[src/hw/rtl/uraf_pkg.sv]
// Shared types, codes and constants of the UART register access framer.
// Used by the channel interfaces and every module of the block; no dependencies.
package uraf_pkg;

	// Most words one input word can produce (a write request frame).
	localparam int NUM_SLOTS = 5;
	localparam int CNT_W     = $clog2(NUM_SLOTS + 1);

	// Input word kinds.
	localparam logic [1:0] MODE_READ    = 2'd0;
	localparam logic [1:0] MODE_WRITE   = 2'd1;
	localparam logic [1:0] MODE_RX      = 2'd2;
	localparam logic [1:0] MODE_TIMEOUT = 2'd3;

	// Transaction status codes.
	localparam logic [2:0] ST_OK           = 3'd0;
	localparam logic [2:0] ST_NO_RESPONSE  = 3'd1;
	localparam logic [2:0] ST_DEVICE_ERROR = 3'd2;
	localparam logic [2:0] ST_BAD_HEADER   = 3'd3;
	localparam logic [2:0] ST_TOO_LONG     = 3'd4;
	localparam logic [2:0] ST_TOO_SHORT    = 3'd5;
	localparam logic [2:0] ST_WRITE_FAILED = 3'd6;

	// Protocol bytes.
	localparam logic [7:0] SYNC_BYTE   = 8'hAA;
	localparam logic [7:0] CMD_WRITE   = 8'h00;
	localparam logic [7:0] CMD_READ    = 8'h01;
	localparam logic [7:0] WRITE_COUNT = 8'h01;
	localparam logic [7:0] RESP_OK     = 8'hBB;
	localparam logic [7:0] RESP_ERR    = 8'hEE;
	localparam logic [7:0] WRITE_ACK   = 8'h01;

	typedef struct packed {
		logic [1:0] mode;
		logic [7:0] reg_addr;
		logic [7:0] read_length;
		logic [7:0] write_value;
		logic [7:0] rx_byte;
	} item_t;

	typedef struct packed {
		logic       tx_valid;
		logic [7:0] tx_byte;
		logic       tx_last;
		logic       data_valid;
		logic [7:0] data_byte;
		logic       data_last;
		logic       done_res;
		logic [2:0] status;
		logic [7:0] device_code;
	} result_t;

	// Group of result words produced by one input word, slot 0 goes out first.
	typedef struct packed {
		logic [CNT_W-1:0]            count;
		result_t [NUM_SLOTS-1:0]     res;
	} batch_t;

endpackage

[src/hw/rtl/uraf_cmd_if.sv]
// Valid/ready channel that carries input words into the framer.
// Depends on uraf_pkg for the word type.
interface uraf_cmd_if import uraf_pkg::*; ();
	logic  valid;
	logic  ready;
	item_t data;

	modport source (output valid, output data, input ready);
	modport sink   (input valid, input data, output ready);
endinterface

[src/hw/rtl/uraf_rsp_if.sv]
// Valid/ready channel that carries result words out of the framer.
// Depends on uraf_pkg for the word type.
interface uraf_rsp_if import uraf_pkg::*; ();
	logic    valid;
	logic    ready;
	result_t data;

	modport source (output valid, output data, input ready);
	modport sink   (input valid, input data, output ready);
endinterface

[src/hw/rtl/uraf_engine.sv]
// Transaction state and per-word decode: frame building and reply parsing.
// Depends on uraf_pkg.
module uraf_engine import uraf_pkg::*; (
	input  logic   clk,
	input  logic   arst_n,
	input  logic   accept,
	input  item_t  item,
	output batch_t batch
);

	localparam logic [1:0] PH_IDLE   = 2'd0;
	localparam logic [1:0] PH_HDR    = 2'd1;
	localparam logic [1:0] PH_SECOND = 2'd2;
	localparam logic [1:0] PH_DATA   = 2'd3;

	logic [1:0] phase_q, phase_d;
	logic       is_write_q, is_write_d;
	logic [7:0] req_len_q, req_len_d;
	logic [7:0] remaining_q, remaining_d;
	logic [7:0] header_q, header_d;
	logic [7:0] remaining_dec;

	function automatic result_t tx_word(input logic [7:0] b, input logic last);
		result_t r;
		r          = '0;
		r.tx_valid = 1'b1;
		r.tx_byte  = b;
		r.tx_last  = last;
		return r;
	endfunction

	function automatic result_t done_word(input logic [2:0] st, input logic [7:0] code);
		result_t r;
		r             = '0;
		r.done_res    = 1'b1;
		r.status      = st;
		r.device_code = code;
		return r;
	endfunction

	assign remaining_dec = remaining_q - 8'd1;

	always_comb begin
		phase_d     = phase_q;
		is_write_d  = is_write_q;
		req_len_d   = req_len_q;
		remaining_d = remaining_q;
		header_d    = header_q;
		batch       = '0;
		case (item.mode)
			MODE_READ: begin
				batch.res[0] = tx_word(SYNC_BYTE, 1'b0);
				batch.res[1] = tx_word(CMD_READ, 1'b0);
				batch.res[2] = tx_word(item.reg_addr, 1'b0);
				batch.res[3] = tx_word(item.read_length, 1'b1);
				batch.count  = CNT_W'(4);
				is_write_d   = 1'b0;
				req_len_d    = item.read_length;
				remaining_d  = '0;
				header_d     = '0;
				phase_d      = PH_HDR;
			end
			MODE_WRITE: begin
				batch.res[0] = tx_word(SYNC_BYTE, 1'b0);
				batch.res[1] = tx_word(CMD_WRITE, 1'b0);
				batch.res[2] = tx_word(item.reg_addr, 1'b0);
				batch.res[3] = tx_word(WRITE_COUNT, 1'b0);
				batch.res[4] = tx_word(item.write_value, 1'b1);
				batch.count  = CNT_W'(5);
				is_write_d   = 1'b1;
				remaining_d  = '0;
				header_d     = '0;
				phase_d      = PH_HDR;
			end
			MODE_TIMEOUT: begin
				if (phase_q != PH_IDLE) begin
					batch.res[0] = done_word((phase_q == PH_DATA) ? ST_TOO_SHORT
						: ST_NO_RESPONSE, 8'h00);
					batch.count  = CNT_W'(1);
					phase_d      = PH_IDLE;
					remaining_d  = '0;
				end
			end
			default: begin
				// A received byte; ignored while idle.
				case (phase_q)
					PH_HDR: begin
						header_d = item.rx_byte;
						phase_d  = PH_SECOND;
					end
					PH_SECOND: begin
						phase_d     = PH_IDLE;
						batch.count = CNT_W'(1);
						if (is_write_q) begin
							if (header_q == RESP_ERR) begin
								batch.res[0] = done_word((item.rx_byte == WRITE_ACK)
									? ST_OK : ST_WRITE_FAILED, item.rx_byte);
							end else begin
								batch.res[0] = done_word(ST_WRITE_FAILED, 8'h00);
							end
						end else if (header_q == RESP_ERR) begin
							batch.res[0] = done_word(ST_DEVICE_ERROR, item.rx_byte);
						end else if (header_q == RESP_OK) begin
							if (item.rx_byte > req_len_q) begin
								batch.res[0] = done_word(ST_TOO_LONG, 8'h00);
							end else if (item.rx_byte == 8'h00) begin
								batch.res[0] = done_word(ST_OK, 8'h00);
							end else begin
								remaining_d = item.rx_byte;
								phase_d     = PH_DATA;
								batch.count = '0;
							end
						end else begin
							batch.res[0] = done_word(ST_BAD_HEADER, 8'h00);
						end
					end
					PH_DATA: begin
						batch.count                = CNT_W'(1);
						batch.res[0].data_valid    = 1'b1;
						batch.res[0].data_byte     = item.rx_byte;
						remaining_d                = remaining_dec;
						if (remaining_dec == 8'h00) begin
							batch.res[0].data_last = 1'b1;
							batch.res[0].done_res  = 1'b1;
							batch.res[0].status    = ST_OK;
							phase_d                = PH_IDLE;
						end
					end
					default: begin
					end
				endcase
			end
		endcase
	end

	always_ff @(posedge clk or negedge arst_n) begin
		if (!arst_n) begin
			phase_q     <= PH_IDLE;
			is_write_q  <= 1'b0;
			req_len_q   <= '0;
			remaining_q <= '0;
			header_q    <= '0;
		end else if (accept) begin
			phase_q     <= phase_d;
			is_write_q  <= is_write_d;
			req_len_q   <= req_len_d;
			remaining_q <= remaining_d;
			header_q    <= header_d;
		end
	end

endmodule

[src/hw/rtl/uraf_emitter.sv]
// Result buffer: holds the words of one input word and sends them one per handshake.
// Depends on uraf_pkg and uraf_rsp_if.
module uraf_emitter import uraf_pkg::*; (
	input  logic        clk,
	input  logic        arst_n,
	input  logic        load,
	input  batch_t      batch,
	output logic        can_load,
	uraf_rsp_if.source  rsp
);

	result_t [NUM_SLOTS-1:0] res_q;
	logic [CNT_W-1:0]        cnt_q;
	logic                    pop;

	assign rsp.valid = (cnt_q != '0);
	assign rsp.data  = res_q[0];
	assign pop       = rsp.valid && rsp.ready;
	// A new batch may land when the buffer is empty or its last word leaves now.
	assign can_load  = (cnt_q == '0) || ((cnt_q == CNT_W'(1)) && pop);

	always_ff @(posedge clk or negedge arst_n) begin
		if (!arst_n) begin
			cnt_q <= '0;
		end else if (load) begin
			cnt_q <= batch.count;
		end else if (pop) begin
			cnt_q <= cnt_q - CNT_W'(1);
		end
	end

	always_ff @(posedge clk) begin
		if (load) begin
			res_q <= batch.res;
		end else if (pop) begin
			for (int i = 0; i < NUM_SLOTS - 1; i++) begin
				res_q[i] <= res_q[i+1];
			end
		end
	end

endmodule

[src/hw/rtl/uart_register_access_framer_core.sv]
// UART register access framer, host side. An input word is decoded in the cycle it is
// accepted and its result words (up to five) are visible from the cycle after.
// Throughput: one input word per cycle, limited by the output channel, which moves one
// result word per cycle while the receiver is ready; a request frame thus occupies the
// output for its four or five words. Reset (arst_n low, asynchronous) returns the
// transaction to idle and empties the result buffer.
module uart_register_access_framer_core import uraf_pkg::*; (
	input  logic       clk,
	input  logic       arst_n,
	uraf_cmd_if.sink   cmd,
	uraf_rsp_if.source rsp
);

	// The engine holds the transaction state (phase, request kind, requested length,
	// bytes still due and the header byte seen) and works out, from the incoming word
	// and that state, the whole group of result words it causes. The group is written
	// into the emitter's buffer in the same edge that updates the state, so the next
	// input word always sees the state left by the previous one.
	logic   accept;
	logic   can_load;
	batch_t batch;

	// Input is taken whenever the buffer can take a new group; words that cause no
	// result (a header byte, a stray byte or tick while idle) pass straight through.
	assign cmd.ready = can_load;
	assign accept    = cmd.valid && cmd.ready;

	uraf_engine u_engine (
		.clk    (clk),
		.arst_n (arst_n),
		.accept (accept),
		.item   (cmd.data),
		.batch  (batch)
	);

	uraf_emitter u_emitter (
		.clk      (clk),
		.arst_n   (arst_n),
		.load     (accept),
		.batch    (batch),
		.can_load (can_load),
		.rsp      (rsp)
	);

	// An empty buffer must always be able to take a word.
	a_ready_when_empty: assert property (@(posedge clk) disable iff (!arst_n)
		!rsp.valid |-> cmd.ready)
		else $error("input stalled while no result is pending");

	// Every request frame starts with the sync byte in the next cycle.
	a_frame_start: assert property (@(posedge clk) disable iff (!arst_n)
		(accept && (cmd.data.mode == MODE_READ || cmd.data.mode == MODE_WRITE))
		|=> (rsp.valid && rsp.data.tx_valid && rsp.data.tx_byte == SYNC_BYTE
		&& !rsp.data.tx_last))
		else $error("request frame does not start with the sync byte");

	// A result word carries either a frame byte or reply information, never both.
	a_tx_exclusive: assert property (@(posedge clk) disable iff (!arst_n)
		(rsp.valid && rsp.data.tx_valid) |-> (!rsp.data.done_res && !rsp.data.data_valid))
		else $error("frame byte mixed with reply information");

	// A data byte marked last always closes the transaction with status ok.
	a_data_last_done: assert property (@(posedge clk) disable iff (!arst_n)
		(rsp.valid && rsp.data.data_last) |-> (rsp.data.done_res && rsp.data.status == ST_OK))
		else $error("last data byte without ok completion");

endmodule

[src/flat_wrapper.sv]
// flat-port wrapper written by rule: the top's interface ports become plain ports
module uart_register_access_framer_core_flat import uraf_pkg::*;
  (clk, arst_n, cmd_valid, cmd_data, cmd_ready, rsp_valid, rsp_data, rsp_ready);
  uraf_cmd_if cmd_i ();
  uraf_rsp_if rsp_i ();
  input  logic clk;
  input  logic arst_n;
  input wire logic [$bits(cmd_i.valid)-1:0] cmd_valid;
  input wire logic [$bits(cmd_i.data)-1:0] cmd_data;
  output wire logic [$bits(cmd_i.ready)-1:0] cmd_ready;
  output wire logic [$bits(rsp_i.valid)-1:0] rsp_valid;
  output wire logic [$bits(rsp_i.data)-1:0] rsp_data;
  input wire logic [$bits(rsp_i.ready)-1:0] rsp_ready;
  assign cmd_i.valid = cmd_valid;
  assign cmd_i.data = cmd_data;
  assign cmd_ready = cmd_i.ready;
  assign rsp_valid = rsp_i.valid;
  assign rsp_data = rsp_i.data;
  assign rsp_i.ready = rsp_ready;
  uart_register_access_framer_core u_core (.clk(clk), .arst_n(arst_n), .cmd(cmd_i), .rsp(rsp_i));
endmodule
[config.mk]
export PLATFORM = sky130hd
export DESIGN_NAME = uart_register_access_framer_core_flat
export DESIGN_NICKNAME = d
export VERILOG_FILES = /design/src/hw/rtl/uraf_pkg.sv /design/src/hw/rtl/uraf_cmd_if.sv /design/src/hw/rtl/uraf_rsp_if.sv /design/src/hw/rtl/uraf_engine.sv /design/src/hw/rtl/uraf_emitter.sv /design/src/hw/rtl/uart_register_access_framer_core.sv /design/src/flat_wrapper.sv
export SDC_FILE = /design/constraint.sdc
export NUM_CORES = 1
export LEC_CHECK = 0
export BUFFER_PORTS_ARGS = -buffer_cell sky130_fd_sc_hd__buf_2
export CAP_MARGIN = 20
export CORE_ASPECT_RATIO = 1.25
export CORE_UTILIZATION = 57
export CTS_CLUSTER_SIZE = 28
export DETAILED_ROUTE_END_ITERATION = 10
export HOLD_SLACK_MARGIN = 0.08
export PLACE_DENSITY = 0.78
export SLEW_MARGIN = 20
export SYNTH_ARGS = -nofsm -noshare
export SYNTH_HDL_FRONTEND = slang
export SYNTH_SLANG_ARGS = --single-unit
[constraint.sdc]
create_clock -name clk -period 6.67 [get_ports clk]
set_input_delay 0.3335 -clock clk [delete_from_list [all_inputs] [get_ports clk]]
set_output_delay 0.3335 -clock clk [all_outputs]
set_load 0.02 [all_outputs]
; Word level (Yosys, flattened, before mapping)
; Cells that the tools add are included.
[word_totals]
rom_bits = 0
regBits = 190
out_inout_bits = 34
latch_bits = 0
inputBits = 38
elab_cells = 140
mem_bits_rw = 0
n_memories = 0
[classes]
order_cmp = 1
n_shift = 0
eq_ne = 16
n_reduce_logical = 21
mux = 48
bitwise_logic = 1
n_addsub = 2
mul = 0
div_mod_pow = 0
[op_table]
columns = operator, n
row1 = $mux 128, 2
row2 = $pmux 96 s2, 1
row3 = $mux 32, 4
row4 = $mux 8, 8
row5 = $pmux 32 s2, 1
row6 = $pmux 8 s2, 3
row7 = $mux 12, 3
row8 = $pmux 14 s2, 1
row9 = $ne 4x3->1 const B, 5
row10 = $eq 8x8->1 const B, 2
row11 = $logic_not 8->1, 2
row12 = $mux 2, 7
row13 = $mux 3, 4
row14 = $mux 11, 1
row15 = $mux 10, 1
row16 = $pmux 3 s3, 1
row17 = $eq 8x1->1 const B, 1
row18 = $gt 8x8->1, 1
row19 = $reduce_and 8->1, 1
row20 = $reduce_bool 2->1, 4
row21 = $sub 8x1->8 const B, 1
row22 = $eq 2x2->1 const B, 3
row23 = $mux 1, 6
row24 = $pmux 2 s3, 1
row25 = other kinds (20), 25

; Logic depth before layout (Yosys ltp)
; Gate-level depths: netlist (run 1).
[depth]
depth_word = 9
mapped_depth = 10

; Hierarchy
; A second synthesis (run 1) with hierarchy kept.
[hier_totals]
cells_unflattened = 716
hier_area_um2 = 9760.6
[by_module_without_submodules]
columns = mod, area_per_inst_um2, n_inst, cells_each
row1 = uraf_emitter, 6909.1, 1, 362
row2 = uraf_engine, 2845.2, 1, 353
row3 = uart_register_access_framer_core, 6.3, 1, 1

; Worst setup path before layout (run 1)
; Ideal clock, no wire load.
[synth_timing]
path_kind = flip-flop to flip-flop
start = reg u_core.u_emitter.cnt_q[0]
end = reg u_core.u_emitter.cnt_q[0]
path_buffers = 0
path_stages_with_launch = 7
setup_ns = 0.097
required_time_ns = 6.573
slack_ns = 0.714
t_arrival_ns = 5.860
synth_period_minus_slack_ns = 5.956
cell_sequence = dfrtp_1 -> inv_1 -> ha_1 -> nand2b_1 -> o21ai_0 -> o21ai_0 -> a21oi_1
[synth_between]
elab_chain_len = 6
[synth_lines]
columns = element, line
row1 = start: declaration, uraf_emitter.sv:13  ; logic [CNT_W-1:0] cnt_q;
row2 = start signal: assignment, uraf_emitter.sv:26  ; cnt_q <= batch.count;
row3 = start signal: assignment, uraf_emitter.sv:28  ; cnt_q <= cnt_q - CNT_W'(1);
row4 = $reduce_bool 3->1 (*), uraf_emitter.sv:16  ; assign rsp.valid = (cnt_q != '0);
row5 = net rsp_valid, flat_wrapper.sv:11  ; output wire logic [$bits(rsp_i.valid)-1:0] rsp_valid;
row6 = $logic_and 1x1->1 (*), uraf_emitter.sv:18  ; assign pop = rsp.valid && rsp.ready;
row7 = $logic_and 1x1->1, uraf_emitter.sv:20  ; assign can_load = (cnt_q == '0) || ((cnt_q == CNT_W'(1)) && pop);
row8 = $logic_or 1x1->1, uraf_emitter.sv:20
row9 = $logic_and 1x1->1, uart_register_access_framer_core.sv:26  ; assign accept = cmd.valid && cmd.ready;
row10 = $mux 3 / $reduce_bool 2->1 (equally long branches), -
; Mark *: on every way through the listed nets, which the timed path passes. The rest lies on a longest branch. The select of a mux whose other input is x is not followed.
; A chain may end at the register's enable or synchronous reset.

; Final worst setup path (run 1)
[layout_timing]
start = reg u_core.u_emitter.cnt_q[0]
end = reg u_core.u_engine.remaining_q[6]
[layout_between]
elab_chain_len = 6
[layout_lines]
columns = element, line
row1 = $reduce_bool 3->1, uraf_emitter.sv:16
row2 = $logic_and 1x1->1, uraf_emitter.sv:18
row3 = $logic_and 1x1->1, uraf_emitter.sv:20
row4 = $logic_or 1x1->1 (*), uraf_emitter.sv:20
row5 = $logic_and 1x1->1 (*), uart_register_access_framer_core.sv:26
row6 = $reduce_and 8->1 (no source line) (*), -
row7 = end signal: assignment, uraf_engine.sv:147  ; remaining_q <= remaining_d;
row8 = end: declaration, uraf_engine.sv:19  ; logic [7:0] remaining_q, remaining_d;
; Mark *: on every way between the ends. The rest lies on a longest branch, timed or not.

==> metrics.txt, run 1 <==
# TYPE chip_impl_metric gauge
chip_impl_info{name="run_status",value="completed"} 1
chip_impl_metric{name="p_per_area",unit="nW/µm²"} 419
chip_impl_metric{name="detailedPlacementHpwl",unit="µm"} 6300
chip_impl_metric{name="grt_antenna_before_repair",unit=""} 0
chip_impl_metric{name="clockBufferDepth",unit=""} 2
chip_impl_metric{name="fp.coreArea",unit="µm²"} 8330
chip_impl_metric{name="fillerInstances",unit=""} 654
chip_impl_info{name="leading_cell_type_in_the_layout_fill_and_taps_excluded",value="sky130_fd_sc_hd__nand2_1"} 1
chip_impl_metric{name="die_area",unit="µm²"} 9070
chip_impl_metric{name="clkPwrFrac",unit="%"} 15.8
chip_impl_metric{name="intPower",unit="mW"} 1.41
chip_impl_info{name="synth_top_cells_by_area",value="sky130_fd_sc_hd__edfxtp_1 (43%), sky130_fd_sc_hd__dfrtp_1 (15%), sky130_fd_sc_hd__nand2_1 (5.7%), sky130_fd_sc_hd__buf_4 (4.9%), sky130_fd_sc_hd__ha_1 (3.3%)"} 1
chip_impl_metric{name="tritoncts.num_buffers",unit=""} 9
chip_impl_metric{name="wl",unit="µm"} 9170
chip_impl_metric{name="floorplan.initialDensity",unit="%"} 59.4
chip_impl_metric{name="total_leakage_power",unit="nW"} 2.26
chip_impl_metric{name="p_seq_share",unit="%"} 49.7
chip_impl_metric{name="yosys_warnings",unit=""} 0
chip_impl_metric{name="syn_avg_cell_area",unit="µm²"} 11.0
chip_impl_metric{name="gr-usage-all-layers",unit="%"} 22.3
chip_impl_metric{name="fin_crit",unit="ns"} 3.04
chip_impl_metric{name="tns_setup",unit="ns"} 0
chip_impl_metric{name="slew_headroom",unit="%"} 37.3
chip_impl_metric{name="first_iter_violations",unit=""} 269
chip_impl_metric{name="numPlacedInstances",unit=""} 569
chip_impl_metric{name="layout-drive-gt1-share",unit="%"} 20.2
chip_impl_metric{name="vdd_drop_max",unit="mV"} 0.169
chip_impl_metric{name="ys_ff_latch",unit=""} 101
chip_impl_metric{name="number_of_global_route_vias_before_repair",unit=""} 3243
chip_impl_metric{name="largest_clock_skew_in_the_final_design",unit="ns"} 0.0118
chip_impl_metric{name="antennaDiodeCount",unit=""} 0
chip_impl_metric{name="yosys.area.top_type_share",unit="%"} 43.1
chip_impl_metric{name="required",unit="ns"} 6.92
chip_impl_metric{name="postLayoutCellArea",unit="µm²"} 5320
chip_impl_metric{name="dr.pass1.iters",unit=""} 4
chip_impl_metric{name="synth.distinct_cells",unit=""} 48
chip_impl_metric{name="cp_max_fo",unit=""} 50
chip_impl_metric{name="vias",unit=""} 3316
chip_impl_metric{name="netSwitchingFraction",unit="%"} 36.7
chip_impl_metric{name="grt_max_degree",unit=""} 65
chip_impl_metric{name="die_y",unit="µm"} 106
chip_impl_metric{name="nets",unit=""} 535
chip_impl_metric{name="floorplan.rows",unit=""} 37
chip_impl_metric{name="worst_slack",unit="ns"} 3.63
chip_impl_metric{name="sequential_to_total_area_share_from_yosys_stat",unit="%"} 58.2
chip_impl_info{name="root_buffer_cell",value="sky130_fd_sc_hd__clkbuf_8"} 1
chip_impl_metric{name="cap_viol_max_count",unit=""} 0
chip_impl_metric{name="clkSlewWorstSetupHoldPaths",unit="ns"} 0.10
chip_impl_metric{name="detail-route-antenna-nets",unit=""} 0
chip_impl_info{name="most-common-layout-cells",value="sky130_fd_sc_hd__nand2_1 (75), sky130_fd_sc_hd__buf_2 (71), sky130_fd_sc_hd__edfxtp_1 (71)"} 1
chip_impl_metric{name="synth_fp_nets",unit=""} 503
chip_impl_metric{name="total_power",unit="mW"} 2.23
chip_impl_metric{name="grt_first_pass_wirelength",unit="µm"} 15300
chip_impl_metric{name="p_sw",unit="µW"} 818
chip_impl_metric{name="hold_viol_final",unit=""} 0
chip_impl_metric{name="postPlaceCellArea",unit="µm²"} 5130
chip_impl_metric{name="die_width",unit="µm"} 85.4
chip_impl_info{name="synth.largest_area_cell",value="sky130_fd_sc_hd__edfxtp_1"} 1
chip_impl_metric{name="clock_sink_total",unit=""} 101
chip_impl_info{name="setup.worst_path.start_class",value="flop"} 1
chip_impl_info{name="cts_tree",value="yes"} 1
chip_impl_metric{name="data_arrival_critical_path",unit="ns"} 3.29
chip_impl_metric{name="portBuffers",unit=""} 71
chip_impl_info{name="hold_wc_path_type",value="in -> reg"} 1
chip_impl_metric{name="mappedNetlistArea",unit="µm²"} 4950
chip_impl_metric{name="max_freq",unit="GHz"} 0.329
chip_impl_metric{name="netlist_instances",unit=""} 452
chip_impl_metric{name="final_min_period_over_clock_period",unit="%"} 45.6
chip_impl_metric{name="p_comb_share",unit="%"} 34.5
chip_impl_metric{name="post_cts.resized_instances",unit=""} 0
chip_impl_metric{name="fin_cells",unit=""} 586
chip_impl_info{name="setup_repair_after_global_routing_missed_its_margin",value="false"} 1
chip_impl_metric{name="slew_viol_final",unit=""} 0
chip_impl_metric{name="drc_errors",unit=""} 0
chip_impl_metric{name="globalRoute.totalOverflow",unit=""} 0
chip_impl_info{name="worstSetupPathType",value="reg -> reg"} 1
chip_impl_metric{name="detail_route.wl_per_cell",unit="µm"} 15.6
chip_impl_metric{name="ctsHtreeMaxLevel",unit=""} 3
chip_impl_metric{name="max_slew.worst_pin.slew",unit="ns"} 0.935
chip_impl_metric{name="gpl.final_weighted_congestion",unit=""} 0.898
chip_impl_info{name="type_of_destination_of_the_critical_path",value="flop"} 1
chip_impl_metric{name="setup-violations-final",unit=""} 0
chip_impl_metric{name="syn_to_final_growth",unit="%"} 7.35
chip_impl_metric{name="route.detailed.vias_per_inst",unit=""} 5.66
chip_impl_metric{name="io_pins",unit=""} 72
chip_impl_metric{name="setup_slack_at_placement",unit="ns"} 3.64
chip_impl_metric{name="clock_latency",unit="ns"} 0.38
## kinds of logic (layout without fill, tap and decap cells)
group	after synthesis	count (layout)	synth area share (%)
simple gates	188	188	19.7
flops	101	101	58.2
compound gates	75	75	9.58
buf+inv	67	104	7.58
fa+ha+maj	13	13	3.29
mux	5	5	1.11
xor+xnor	3	3	0.531
## power groups by stage
stage	combinational [mW]	clock, mW	sequential (mW)
after floorplan	0.679	0	1.09
after global placement	0.736	0	1.11
after detailed placement	0.771	0	1.12
after global routing	0.865	0.389	1.13
final	0.769	0.352	1.11
after CTS	0.775	0.361	1.11
## registers in the layout, summed over array words and instances (netlist names)
name / cells
u_core.u_engine.header_q: 8
u_core.u_engine.phase_q: 2
u_core.u_emitter.cnt_q: 3
u_core.u_engine.is_write_q: 1
u_core.u_engine.remaining_q: 8
u_core.u_emitter.res_q: 39
u_core.u_engine.req_len_q: 8
u_core.u_emitter.rsp.data: 32
## critical path: stages, from the launching register on
cell,delay [ns]
sky130_fd_sc_hd__dfrtp_1,0.41
sky130_fd_sc_hd__inv_1,0.09
sky130_fd_sc_hd__ha_1,0.19
sky130_fd_sc_hd__a21oi_1,0.05
sky130_fd_sc_hd__nor2_1,0.12
sky130_fd_sc_hd__nand2_1,0.08
sky130_fd_sc_hd__buf_4,0.25
sky130_fd_sc_hd__inv_2,0.63
sky130_fd_sc_hd__nand2_1,0.23
sky130_fd_sc_hd__nor2_1,0.42
sky130_fd_sc_hd__nor2_2,0.11
sky130_fd_sc_hd__mux2_1,0.33
## path summary, 6_finish.rpt
| path | start | to | slack [ns] | cells past startpoint |
|---|---|---|---|---|
| min in group asynchronous | arst_n | u_core.u_engine.req_len_q[4] | 0.54 | 2 |
| max in group asynchronous | arst_n | u_core.u_engine.header_q[6] | 5.68 | 2 |
| worst min register to register | u_core.u_engine.header_q[7] | u_core.u_engine.header_q[7] | 0.50 | 2 |
| worst max-delay path | u_core.u_emitter.cnt_q[0] | u_core.u_engine.remaining_q[6] | 3.63 | 11 |
| worst max register to register | u_core.u_emitter.cnt_q[0] | u_core.u_engine.remaining_q[6] | 3.63 | 11 |
| worst min-delay path | cmd_data[21] | u_core.u_engine.req_len_q[5] | 0.19 | 3 |
## metal layers
metal	up-vias	global-route usage, %	share of wire (%)
met5	-	0	0
met4	0	12.3	4.0
met3	30	4.81	4.7
met2	106	35.9	49
met1	1561	28.0	43
li1	1619	-	-
## final cells by class
type	count	area, µm²	share of cell area [%]
clock buffers	10	128	2.40
clock inverters	6	46.3	0.871
inverters	14	52.6	0.989
multi-input cells	284	1700	32.1
flip-flops and latches	101	2880	54.2
well taps	97	121	2.28
repair buffers	74	380	7.16
## timing repair
action | CTS | global route
setup buffers | 0 | 0
hold endpoints to repair | 30 | 0
hold buffers | 1 | 0
## cell usage after synthesis, drive strengths merged
master    n
nand2    75
edfxtp   71
buf      35
dfrtp    30
o21ai    29
nor2     23
clkbuf   18
nor2b    18
and2     17
a21oi    14
inv      14
ha       13
nor3     12
a21o      9
nand3b    9
and3      8
o2bb2ai   6
nand2b    5
nand3     5
a211oi    4
mux2      4
nand4     4
nor4      4
o21a      4
or3       3
nand4bb   2
o211ai    2
o31ai     2
o32ai     2
xnor2     2
a21boi    1
a221oi    1
mux2i     1
nor4b     1
nor4bb    1
o22ai     1
or4       1
xor2      1
## stage by stage
| step | util [%] | hold WS (ns) |
|---|---|---|
| 2_1_floorplan | - | 0.0379 |
| 3_3_place_gp | 61.6 | 0.405 |
| 3_5_place_dp | 61.6 | 0.415 |
| 4_1_cts | 63.8 | 0.179 |
| 5_1_grt | 63.8 | 0.202 |
| 6_report | 63.8 | 0.195 |
Note: power is estimated with default switching activity, not from simulation.
==> run 2, diff against run 1 <==
Clock period 6.67 ns to 2.9 ns, I/O delays scaled along.
==> run 2 against run 1 <==
Via count increased by 2.1%. Wire length increased by 2.5%. Register-to-register slack got worse by 3.2 ns. Sequential cell count unchanged. Clock skew decreased by 0.0037 ns. Combinational power increased by 140%. Clock power increased by 140%. Critical path type unchanged. Largest power group unchanged. Highest routed layer unchanged.
==> metrics.txt, run 2 (same netlist as run 1, synthesis figures left out) <==
# TYPE chip_impl_metric gauge
chip_impl_metric{name="fin_crit",unit="ns"} 2.52
chip_impl_metric{name="largest_clock_skew_in_the_final_design",unit="ns"} 0.00815
chip_impl_metric{name="p_comb_share",unit="%"} 35.0
chip_impl_metric{name="gr-usage-all-layers",unit="%"} 22.4
chip_impl_metric{name="io_pins",unit=""} 72
chip_impl_metric{name="route.detailed.vias_per_inst",unit=""} 5.59
chip_impl_metric{name="netSwitchingFraction",unit="%"} 35.6
chip_impl_info{name="hold_wc_path_type",value="in -> reg"} 1
chip_impl_info{name="worstSetupPathType",value="reg -> reg"} 1
chip_impl_metric{name="nets",unit=""} 556
chip_impl_metric{name="floorplan.initialDensity",unit="%"} 59.4
chip_impl_metric{name="clockBufferDepth",unit=""} 2
chip_impl_metric{name="p_sw",unit="mW"} 1.86
chip_impl_metric{name="gpl.final_weighted_congestion",unit=""} 0.877
chip_impl_info{name="crit_path_cell_trace",value="inv_1 -> ha_1 -> a21oi_1 -> nor2_1 -> nand2_1 -> inv_2 -> buf_4 -> nand2_1 -> nand2_1 -> o21ai_0"} 1
chip_impl_info{name="setup_repair_after_global_routing_missed_its_margin",value="false"} 1
chip_impl_metric{name="final_min_period_over_clock_period",unit="%"} 87.0
chip_impl_metric{name="final.hold.worst_slack",unit="ns"} 0.0985
chip_impl_metric{name="clock_latency",unit="ns"} 0.36
chip_impl_metric{name="multi_input_comb_area",unit="µm²"} 1700
chip_impl_metric{name="portBuffers",unit=""} 71
chip_impl_metric{name="required",unit="ns"} 3.12
chip_impl_metric{name="hold_viol_final",unit=""} 0
chip_impl_info{name="regMostFlops",value="u_core.u_emitter.res_q"} 1
chip_impl_metric{name="clock_sink_total",unit=""} 101
chip_impl_metric{name="floorplan.rows",unit=""} 37
chip_impl_metric{name="max_slew.worst_pin.slew",unit="ns"} 0.778
chip_impl_metric{name="dr.pass1.iters",unit=""} 4
chip_impl_metric{name="tns_setup",unit="ns"} 0
chip_impl_info{name="cts_tree",value="yes"} 1
chip_impl_info{name="type_of_destination_of_the_critical_path",value="flop"} 1
chip_impl_metric{name="fin_cells",unit=""} 606
chip_impl_metric{name="detail_route.wl_per_cell",unit="µm"} 15.5
chip_impl_info{name="cp_slowest_cell",value="sky130_fd_sc_hd__buf_4"} 1
chip_impl_metric{name="critical-path-max-stage-delay",unit="ns"} 0.43
chip_impl_metric{name="tritoncts.num_buffers",unit=""} 9
chip_impl_metric{name="fp.coreArea",unit="µm²"} 8330
chip_impl_metric{name="postLayoutCellArea",unit="µm²"} 5540
chip_impl_metric{name="data_arrival_critical_path",unit="ns"} 2.74
chip_impl_metric{name="grt_first_pass_wirelength",unit="µm"} 15300
chip_impl_metric{name="grt_antenna_before_repair",unit=""} 0
chip_impl_metric{name="cap_viol_max_count",unit=""} 0
chip_impl_metric{name="syn_to_final_growth",unit="%"} 11.8
chip_impl_metric{name="detailedPlacementHpwl",unit="µm"} 6380
chip_impl_info{name="most-common-layout-cells",value="sky130_fd_sc_hd__nand2_1 (75), sky130_fd_sc_hd__buf_2 (71), sky130_fd_sc_hd__edfxtp_1 (71)"} 1
chip_impl_info{name="root_buffer_cell",value="sky130_fd_sc_hd__clkbuf_8"} 1
chip_impl_metric{name="max_freq",unit="GHz"} 0.397
chip_impl_metric{name="cp_max_fo",unit=""} 49
chip_impl_metric{name="setup-violations-final",unit=""} 0
chip_impl_metric{name="grt_max_degree",unit=""} 50
chip_impl_info{name="cpLargestDelayFamily",value="simple AND/OR/NAND/NOR gates"} 1
chip_impl_metric{name="die_y",unit="µm"} 106
chip_impl_metric{name="globalRoute.totalOverflow",unit=""} 0
chip_impl_metric{name="vdd_drop_max",unit="mV"} 0.352
chip_impl_metric{name="postPlaceCellArea",unit="µm²"} 5170
chip_impl_metric{name="drc_errors",unit=""} 0
chip_impl_metric{name="numPlacedInstances",unit=""} 572
chip_impl_metric{name="setup_slack_at_placement",unit="ns"} 0.387
chip_impl_metric{name="final-seq-area",unit="µm²"} 2880
chip_impl_metric{name="vias",unit=""} 3385
chip_impl_metric{name="cts-hold-fix-buffers",unit=""} 19
chip_impl_metric{name="total_leakage_power",unit="nW"} 2.36
chip_impl_metric{name="detail-route-antenna-nets",unit=""} 0
chip_impl_metric{name="fillerInstances",unit=""} 651
chip_impl_info{name="leading_cell_type_in_the_layout_fill_and_taps_excluded",value="sky130_fd_sc_hd__nand2_1"} 1
chip_impl_info{name="worst_path_most_repeated_cell",value="sky130_fd_sc_hd__nand2_1"} 1
chip_impl_metric{name="total_power",unit="mW"} 5.21
chip_impl_metric{name="min_path_cells",unit=""} 3
chip_impl_metric{name="critPathBufInv",unit=""} 3
chip_impl_metric{name="p_seq_share",unit="%"} 48.8
chip_impl_metric{name="finished_core_util",unit="%"} 66.4
chip_impl_metric{name="slew_headroom",unit="%"} 47.9
chip_impl_metric{name="cts_setup_buffers",unit=""} 0
chip_impl_metric{name="ctsHtreeMaxLevel",unit=""} 3
chip_impl_metric{name="ff2ff_path_depth",unit=""} 10
chip_impl_metric{name="wl",unit="µm"} 9400
chip_impl_metric{name="number_of_global_route_vias_before_repair",unit=""} 3146
chip_impl_metric{name="post_cts.resized_instances",unit=""} 0
chip_impl_metric{name="intPower",unit="mW"} 3.35
chip_impl_metric{name="layout-drive-gt1-share",unit="%"} 19.6
chip_impl_metric{name="die_area",unit="µm²"} 9070
chip_impl_metric{name="die_width",unit="µm"} 85.4
chip_impl_metric{name="first_iter_violations",unit=""} 296
chip_impl_info{name="run_status",value="completed"} 1
chip_impl_metric{name="clkPwrFrac",unit="%"} 16.2
chip_impl_metric{name="worst_slack",unit="ns"} 0.378
chip_impl_metric{name="antennaDiodeCount",unit=""} 0
chip_impl_metric{name="slew_viol_final",unit=""} 0
chip_impl_metric{name="clkSlewWorstSetupHoldPaths",unit="ns"} 0.09
chip_impl_metric{name="cp.depth",unit=""} 10
chip_impl_metric{name="p_per_area",unit="nW/µm²"} 941
chip_impl_metric{name="largest_reg_flops",unit=""} 39
chip_impl_info{name="setup.worst_path.start_class",value="flop"} 1
-- run 2: path summary, 6_finish.rpt --
kind	from	endpoint	slack (ns)
max in group asynchronous	arst_n	u_core.u_emitter.cnt_q[0]	2.09
max reg2reg	u_core.u_emitter.cnt_q[0]	u_core.u_engine.header_q[5]	0.38
min	cmd_data[25]	u_core.u_emitter.res_q[88]	0.1
min in group asynchronous	arst_n	u_core.u_engine.remaining_q[2]	0.36
max	u_core.u_emitter.cnt_q[0]	u_core.u_engine.header_q[5]	0.38
min reg2reg	u_core.u_engine.header_q[2]	u_core.u_engine.header_q[2]	0.50
-- run 2: power groups by stage --
| stage | clock network [mW] | logic (mW) | registers [mW] |
|---|---|---|---|
| global route | 0.920 | 2.04 | 2.61 |
| finish | 0.845 | 1.82 | 2.54 |
| floorplan | 0 | 1.57 | 2.47 |
| global placement | 0 | 1.75 | 2.54 |
| detailed placement | 0 | 1.81 | 2.57 |
| CTS | 0.855 | 1.83 | 2.54 |
-- run 2: layout make-up --
class	instances	share of cell area [%]
multi-input cells	284	30.8
flip-flops and latches	101	52.1
inverters	14	0.949
well taps	97	2.19
clock inverters	5	0.949
clock buffers	10	2.31
repair buffers	95	10.8
-- run 2: tightest hold or removal path, delay by kind of cell --
family	cells	cell delay, ns
simple gates	2	0.13
buf+inv	1	0.09
-- run 2: routing by layer --
| metal | vias to the layer above | share of wire (%) | global-route usage [%] |
|---|---|---|---|
| li1 | 1656 | - | - |
| met1 | 1636 | 44 | 29.0 |
| met2 | 80 | 51 | 37.9 |
| met3 | 13 | 3.5 | 4.50 |
| met4 | 0 | 1.6 | 7.26 |
| met5 | - | 0 | 0 |
